--- src/rtl/core/f3216_pkg.sv ---
package f3216_pkg;

  typedef enum logic [2:0] {
    OP_F32_F16 = 3'd0,
    OP_F16_F32 = 3'd1,
    OP_F16_I8  = 3'd2,
    OP_F16_I16 = 3'd3,
    OP_F16_I32 = 3'd4,
    OP_F16_I64 = 3'd5
  } op_e;

  localparam logic [15:0] HalfQnan = 16'h7E00;
  localparam logic [15:0] HalfInf  = 16'h7C00;
  localparam logic [31:0] SingleQnan = 32'h7FC00000;
  localparam logic [31:0] SingleInf  = 32'h7F800000;

  // Decoded half operand shared by the widening and integer paths.
  typedef struct packed {
    logic        sign;
    logic [4:0]  expo;
    logic [9:0]  man;
  } half_t;

endpackage

--- src/rtl/core/f3216_stage.sv ---
module f3216_stage #(
  parameter int Width = 8
) (
  input  logic             clk_i,
  input  logic             rst_ni,
  input  logic             valid_i,
  output logic             stall_o,
  input  logic [Width-1:0] data_i,
  output logic             valid_o,
  input  logic             stall_i,
  output logic [Width-1:0] data_o
);

  logic             valid_q;
  logic [Width-1:0] data_q;
  logic             load;

  // A stage takes a new item when it is empty or its item leaves this cycle.
  assign stall_o = valid_q & stall_i;
  assign load    = ~stall_o;

  always_ff @(posedge clk_i or negedge rst_ni) begin
    if (!rst_ni) begin
      valid_q <= 1'b0;
    end else if (load) begin
      valid_q <= valid_i;
    end
  end

  always_ff @(posedge clk_i) begin
    if (load && valid_i) begin
      data_q <= data_i;
    end
  end

  assign valid_o = valid_q;
  assign data_o  = data_q;

`ifndef SYNTHESIS
  a_hold: assert property (@(posedge clk_i) disable iff (!rst_ni)
    (valid_q && stall_i) |=> (valid_q && $stable(data_q)))
    else $error("stage dropped a stalled item");
  a_fill: assert property (@(posedge clk_i) disable iff (!rst_ni)
    (valid_i && !stall_o) |=> valid_q)
    else $error("stage lost an accepted item");
  a_empty: assert property (@(posedge clk_i) disable iff (!rst_ni)
    (!valid_q && !valid_i) |=> !valid_q)
    else $error("stage invented an item");
`endif

endmodule

--- src/rtl/core/fp32_fp16_convert.sv ---
// Channel | valid    | stall    | payload
// in      | valid_i  | stall_o  | operation_i, value_in_i
// out     | valid_o  | stall_i  | float_bits_o, int_value_o
// One item is accepted per cycle while stall_o is low.
// Three register stages: decode/align, round/shift, saturate/pack.
// rst_ni clears only the stage valid bits; payload registers are not reset.
// A stall holds only the full stages; stall_o rises only when stage 1 is full.
module fp32_fp16_convert (
  input  logic                        clk_i,
  input  logic                        rst_ni,
  input  logic                        valid_i,
  output logic                        stall_o,
  input  logic [2:0]                  operation_i,
  input  logic [31:0]                 value_in_i,
  output logic                        valid_o,
  input  logic                        stall_i,
  output logic [31:0]                 float_bits_o,
  output logic signed [63:0]          int_value_o
);
  import f3216_pkg::*;

  // ---------------- stage 1: decode ----------------
  typedef struct packed {
    logic [2:0]  op;
    logic        sign;
    // narrowing
    logic [1:0]  nkind;    // 0 normal, 1 subnormal, 2 fixed result
    logic [15:0] nfix;
    logic [4:0]  nexp;
    logic [23:0] nfull;
    logic [3:0]  nshift;   // 0 for normal, 1..11 subnormal
    // widening / integer
    half_t       h;
  } s1_t;

  s1_t s1_d, s1_q;
  logic v1, st1;

  always_comb begin
    logic [7:0] e;
    logic [22:0] m;
    logic [8:0] he;
    e = value_in_i[30:23];
    m = value_in_i[22:0];
    he = {1'b0, e} - 9'd112;
    s1_d = '0;
    s1_d.op = operation_i;
    s1_d.sign = value_in_i[31];
    s1_d.h = value_in_i[15:0];
    s1_d.nfull = {1'b1, m};
    s1_d.nexp = he[4:0];
    if (e == 8'hFF) begin
      s1_d.nkind = 2'd2;
      s1_d.nfix = (m != 0) ? HalfQnan : HalfInf;
    end else if (e >= 8'd143) begin
      s1_d.nkind = 2'd2;
      s1_d.nfix = HalfInf;
    end else if (e >= 8'd113) begin
      s1_d.nkind = 2'd0;
    end else if (e >= 8'd102) begin
      s1_d.nkind = 2'd1;
      s1_d.nshift = 4'(8'd113 - e);
    end else begin
      s1_d.nkind = 2'd2;
      s1_d.nfix = 16'h0000;
    end
  end

  f3216_stage #(.Width($bits(s1_t))) u_s1 (
    .clk_i, .rst_ni, .valid_i(valid_i), .stall_o(stall_o), .data_i(s1_d),
    .valid_o(v1), .stall_i(st1), .data_o(s1_q)
  );

  // ---------------- stage 2: round / align ----------------
  typedef struct packed {
    logic [2:0]  op;
    logic        sign;
    logic [14:0] nres;      // narrowed magnitude
    logic [30:0] wres;      // widened magnitude
    logic        inan;
    logic        iinf;
    logic [40:0] mag;       // integer magnitude, saturates later
  } s2_t;

  s2_t s2_d, s2_q;
  logic v2, st2;

  always_comb begin
    logic [23:0] kept;
    logic        sticky;
    logic [12:0] guard;
    logic [10:0] q;
    logic        up;
    logic [15:0] rn;
    logic [3:0]  lz;
    logic [9:0]  wm;
    logic [10:0] sig;
    logic [4:0]  e;
    kept = s1_q.nfull >> s1_q.nshift;
    sticky = (s1_q.nfull & ((24'd1 << s1_q.nshift) - 24'd1)) != 24'd0;
    guard = kept[12:0];
    q = kept[23:13];
    up = 1'b0;
    rn = '0;
    s2_d = '0;
    s2_d.op = s1_q.op;
    // Narrowing takes the single's sign; every other operation takes the half's.
    s2_d.sign = (s1_q.op == OP_F32_F16) ? s1_q.sign : s1_q.h.sign;
    case (s1_q.nkind)
      2'd0: begin
        up = (guard > 13'h1000) || (guard == 13'h1000 && (sticky || q[0]));
        // Carry out of the mantissa bumps the exponent, possibly to infinity.
        rn = {1'b0, s1_q.nexp, q[9:0]} + {15'd0, up};
        s2_d.nres = rn[14:0];
      end
      2'd1: begin
        up = (guard > 13'h1000) || (guard == 13'h1000 && (sticky || q[0]));
        rn = {5'd0, q} + {15'd0, up};
        s2_d.nres = rn[14:0];
      end
      default: s2_d.nres = s1_q.nfix[14:0];
    endcase
    // widening
    lz = 4'd0;
    for (int i = 9; i >= 0; i--) begin
      if (s1_q.h.man[i] && lz == 4'd0) lz = 4'(10 - i);
    end
    wm = 10'(s1_q.h.man << lz);
    if (s1_q.h.expo == 5'h1F) begin
      s2_d.wres = (s1_q.h.man != 0) ? SingleQnan[30:0] : SingleInf[30:0];
    end else if (s1_q.h.expo == 5'd0) begin
      if (s1_q.h.man == 0) s2_d.wres = '0;
      else s2_d.wres = {8'(8'd113 - {4'd0, lz}), wm, 13'd0};
    end else begin
      s2_d.wres = {8'({3'd0, s1_q.h.expo} + 8'd112), s1_q.h.man, 13'd0};
    end
    // integer: exponents up to 30 give magnitudes below 2^16, so 41 bits cover all
    e = s1_q.h.expo;
    sig = {1'b1, s1_q.h.man};
    s2_d.inan = (e == 5'h1F) && (s1_q.h.man != 0);
    s2_d.iinf = (e == 5'h1F) && (s1_q.h.man == 0);
    if (e == 5'd0 || e == 5'h1F) s2_d.mag = '0;
    else if (e >= 5'd25) s2_d.mag = 41'({30'd0, sig} << (e - 5'd25));
    else s2_d.mag = 41'({30'd0, sig} >> (5'd25 - e));
  end

  f3216_stage #(.Width($bits(s2_t))) u_s2 (
    .clk_i, .rst_ni, .valid_i(v1), .stall_o(st1), .data_i(s2_d),
    .valid_o(v2), .stall_i(st2), .data_o(s2_q)
  );

  // ---------------- stage 3: saturate / pack ----------------
  typedef struct packed {
    logic [31:0] fb;
    logic [63:0] iv;
  } s3_t;

  s3_t s3_d, s3_q;

  always_comb begin
    logic [63:0] maxpos;
    logic [63:0] maxneg;
    logic [63:0] m;
    maxpos = 64'h7F;
    case (s2_q.op)
      OP_F16_I16: maxpos = 64'h7FFF;
      OP_F16_I32: maxpos = 64'h7FFF_FFFF;
      OP_F16_I64: maxpos = 64'h7FFF_FFFF_FFFF_FFFF;
      default:    maxpos = 64'h7F;
    endcase
    maxneg = maxpos + 64'd1;
    m = {23'd0, s2_q.mag};
    s3_d = '0;
    case (s2_q.op)
      OP_F32_F16: s3_d.fb = {16'd0, s2_q.sign, s2_q.nres};
      OP_F16_F32: s3_d.fb = {s2_q.sign, s2_q.wres};
      OP_F16_I8, OP_F16_I16, OP_F16_I32, OP_F16_I64: begin
        if (s2_q.inan) s3_d.iv = '0;
        else if (s2_q.iinf) s3_d.iv = s2_q.sign ? (64'd0 - maxneg) : maxpos;
        else if (s2_q.sign) s3_d.iv = 64'd0 - ((m > maxneg) ? maxneg : m);
        else s3_d.iv = (m > maxpos) ? maxpos : m;
      end
      default: s3_d = '0;
    endcase
  end

  f3216_stage #(.Width($bits(s3_t))) u_s3 (
    .clk_i, .rst_ni, .valid_i(v2), .stall_o(st2), .data_i(s3_d),
    .valid_o(valid_o), .stall_i(stall_i), .data_o(s3_q)
  );

  assign float_bits_o = s3_q.fb;
  assign int_value_o  = $signed(s3_q.iv);

`ifndef SYNTHESIS
  a_zero_int: assert property (@(posedge clk_i) disable iff (!rst_ni)
    (v2 && s2_q.op == OP_F32_F16) |-> (s3_d.iv == 64'd0))
    else $error("narrowing produced an integer");
  a_half_upper: assert property (@(posedge clk_i) disable iff (!rst_ni)
    (v2 && s2_q.op == OP_F32_F16) |-> (s3_d.fb[31:16] == 16'd0))
    else $error("half result has upper bits set");
  a_ready: assert property (@(posedge clk_i) disable iff (!rst_ni)
    (!valid_o) |-> !stall_o)
    else $error("pipeline stalled while output empty");
`endif

endmodule
--- config.mk ---
export PLATFORM = sky130hd
export DESIGN_NAME = fp32_fp16_convert
export DESIGN_NICKNAME = d
export VERILOG_FILES = /design/src/rtl/core/f3216_pkg.sv /design/src/rtl/core/f3216_stage.sv /design/src/rtl/core/fp32_fp16_convert.sv
export SDC_FILE = /design/constraint.sdc
export NUM_CORES = 1
export LEC_CHECK = 0
export BUFFER_PORTS_ARGS = -buffer_cell sky130_fd_sc_hd__buf_2
export CAP_MARGIN = 20
export CORE_MARGIN = 2
export CORE_UTILIZATION = 45
export DETAILED_ROUTE_END_ITERATION = 8
export GPL_TIMING_DRIVEN = 0
export HOLD_SLACK_MARGIN = 0.08
export PLACE_DENSITY_LB_ADDON = 0.05
export SETUP_SLACK_MARGIN = 0.1
export SYNTH_ARGS = -nofsm -noshare
export SYNTH_HDL_FRONTEND = slang
export SYNTH_HIERARCHICAL = 1
export SYNTH_SLANG_ARGS = --single-unit
--- constraint.sdc ---
create_clock -name clk_i -period 7.25 [get_ports clk_i]
set_clock_uncertainty 0.15 [all_clocks]
set_input_delay 1.45 -clock clk_i [delete_from_list [all_inputs] [get_ports clk_i]]
set_output_delay 1.45 -clock clk_i [all_outputs]
set_load 0.03 [all_outputs]
==> results by group <==
Detailed routing
  – Routed wire length: 46300 µm
  – Final ANT Viol Nets: 0
  – WL/cell: 21.8 µm
  – Drt first pass iters: 7
  – DRC: 0
  – Initial DRC Count: 1270
  – Via density: 6.00
  – Total number of vias: 12800

Clocking
  – Cts hold-fix bufs: 0
  – Root Buffer: clkbuf_16
  – CTS tree: done
  – Clock slew at reported path FFs: 0.06 ns
  – CTS buffer count: 30
  – CTS Sinks: 262
  – Bufs on Longest Clock Path: 3
  – Clock Latency Late Sink: 0.59 ns
  – H-tree depth: 1

Critical path
  – CP arrival: 6.80 ns
  – Critical Path End Type: register
  – Startpoint Class: register
  – R2R Path End: u_s3/data_o[58]
  – R2R Path Start: u_s2/data_o[91]
  – R2r setup slk: 0.58 ns
  – CP endpoint: u_s3/data_o[58]
  – Worst setup path startpoint: u_s2/data_o[91]
  – Reg2reg path depth: 23
  – Worst setup path class: reg -> reg
  – Crit Path Max Fanout: 12
  – Critical Path RT: 7.38 ns

Global route
  – Grt total ovfl: 0
  – First-pass GRT wire length: 70900 µm
  – GRT Total Usage: 25.7%
  – Vias in the first global route: 11900
  – Largest net degree at the start of global routing: 31
  – Initial antenna violation count: 3

Die
  – Core Footprint: 0.0336 mm²
  – Starting Density: 45.8%
  – Die area: 0.0357 mm²
  – Die width: 189 µm
  – Die Height: 189 µm
  – Ports: 137
  – # rows: 67

Place
  – Routability cong.: 0.950
  – Port bufs: 136
  – Post-Place Cells: 2066
  – Post-place setup slack: 0.410 ns
  – DP Area: 0.0169 mm²
  – Dpl hpwl: 34900 µm

STA
  – Max-slew violation count: 0
  – Final Critical Period: 6.67 ns
  – Worst slew pin tran: 1.06 ns
  – Final Cycle Share: 92.0%
  – Setup slack after layout: 0.578 ns
  – Unrepaired setup endpoints after global routing: no
  – Maximum clock frequency: 0.150 GHz
  – Final setup TNS: 0 ns
  – Final Hold Fails: 0
  – Hold slack: 0.309 ns
  – Slew HR: 28.9%
  – Final setup viols: 0

Synth
  – Mapped cell area: 0.0154 mm²
  – Yosys warning count: 6
  – Mean Syn Cell Area: 10.6 µm²
  – Post-Syn Instances: 1452

Cells and area
  – Final-layout fill cell count: 3061
  – Share of layout cells above drive strength 1: 16.4%
  – Final core occ: 53.4%
  – Post-Layout Cell Count: 2125
  – Design area: 0.0179 mm²
  – Area growth from synthesis to layout: 16.5%
  – Nets: 1743

Pwr
  – P_leak: 6.54 nW
  – Worst VDD drop: 0.205 mV
  – Total power: 4.53 mW
  – Pwr per Cell Area: 252 mW/mm²

Min path
  – Hold/Removal Path Class: reg -> reg

Flow run
  – Max-Cap Viols: 0

Outcome
  – Status: finished, final reports clean
-- critical path: stages, from the launching register on --
cell and delay [ns]:
edfxtp_1 0.41, inv_1 0.15, ha_1 0.17, clkbuf_2 0.24
nand2b_1 0.28, clkinvlp_4 0.31, nand2_1 0.31, ha_1 0.26
o21a_1 0.14, nor3_1 0.06, nor2_2 0.39, nand2_2 0.23
buf_2 0.27, buf_4 0.22, nand2_1 0.08, ha_1 0.14
clkbuf_1 0.38, and3_1 0.31, nand3_1 0.28, or4_1 0.59
o21a_1 0.25, o31ai_1 0.37, buf_2 0.29, a21oi_1 0.09
-- area by class of cell --
| class | instances | area [µm²] | share of cell area (%) |
|---|---|---|---|
| flip-flops and latches | 262 | 7850 | 43.8 |
| plain buffers | 94 | 385 | 2.15 |
| well taps | 448 | 561 | 3.12 |
| multi-input cells | 1088 | 7160 | 39.9 |
| inverters | 29 | 113 | 0.628 |
| diodes | 1 | 2.50 | 0.0139 |
| clock inverters | 22 | 240 | 1.34 |
| clock buffers | 34 | 766 | 4.27 |
| repair buffers | 147 | 861 | 4.80 |
-- cells in the final DEF, fill, tap and decap left out, types with 16 or more instances in the layout --
cell / count
and2_1: 30
xnor2_1: 28
conb_1: 23
a311oi_1: 16
o21ai_0: 71
a22oi_1: 20
a31oi_1: 18
nor2_1: 126
buf_2: 153
inv_1: 22
mux2i_1: 36
a21oi_1: 116
ha_1: 52
edfxtp_1: 259
nor4_1: 22
nand3_1: 33
nand4_1: 20
nor2b_1: 31
nand2_1: 123
nor3_1: 57
clkbuf_16: 30
clkbuf_1: 75
-- worst min-delay path by stage --
stage / startpoint / to / slack [ns] / depth (start not counted)
floorplan: u_s1/data_o[70] / u_s2/data_o[92] / 0.28 / 0
global placement: u_s1/data_o[68] / u_s2/data_o[90] / 0.29 / 0
detailed placement: u_s1/data_o[69] / u_s2/data_o[91] / 0.29 / 0
CTS: u_s1/data_o[69] / u_s2/data_o[91] / 0.30 / 0
global route: u_s1/data_o[68] / u_s2/data_o[90] / 0.32 / 0
finish: u_s1/data_o[69] / u_s2/data_o[91] / 0.31 / 0
-- layer usage --
metal / share of wire, % / up-vias / wire, µm / GRT usage (%)
li1: - / 5966 / - / -
met1: 46 / 6183 / 21400 / 38.5
met2: 44 / 510 / 20200 / 38.4
met3: 6.8 / 94 / 3160 / 3.19
met4: 3.2 / 4 / 1460 / 8.65
met5: 0.065 / - / 30 / 0
-- repair_timing --
| item | in CTS | in global routing |
|---|---|---|
| setup endpoints to repair | 0 | 14 |
| gates resized for setup | 0 | 4 |
| setup buffers | 0 | 2 |
-- state kept, by name (all words and copies together) (netlist names) --
signal,count
u_s2/valid_o,1
u_s1/valid_o,1
u_s3/data_o,96
u_s1/data_o,70
u_s3/valid_o,1
u_s2/data_o,93
-- power by group --
part | switching (mW) | leakage, nW | internal [mW]
Combinational | 0.702 | 3.46 | 0.333
Clock | 0.618 | 0.492 | 0.906
Sequential | 0.111 | 2.59 | 1.86
No activity file was read; power rests on OpenSTA's default activity.
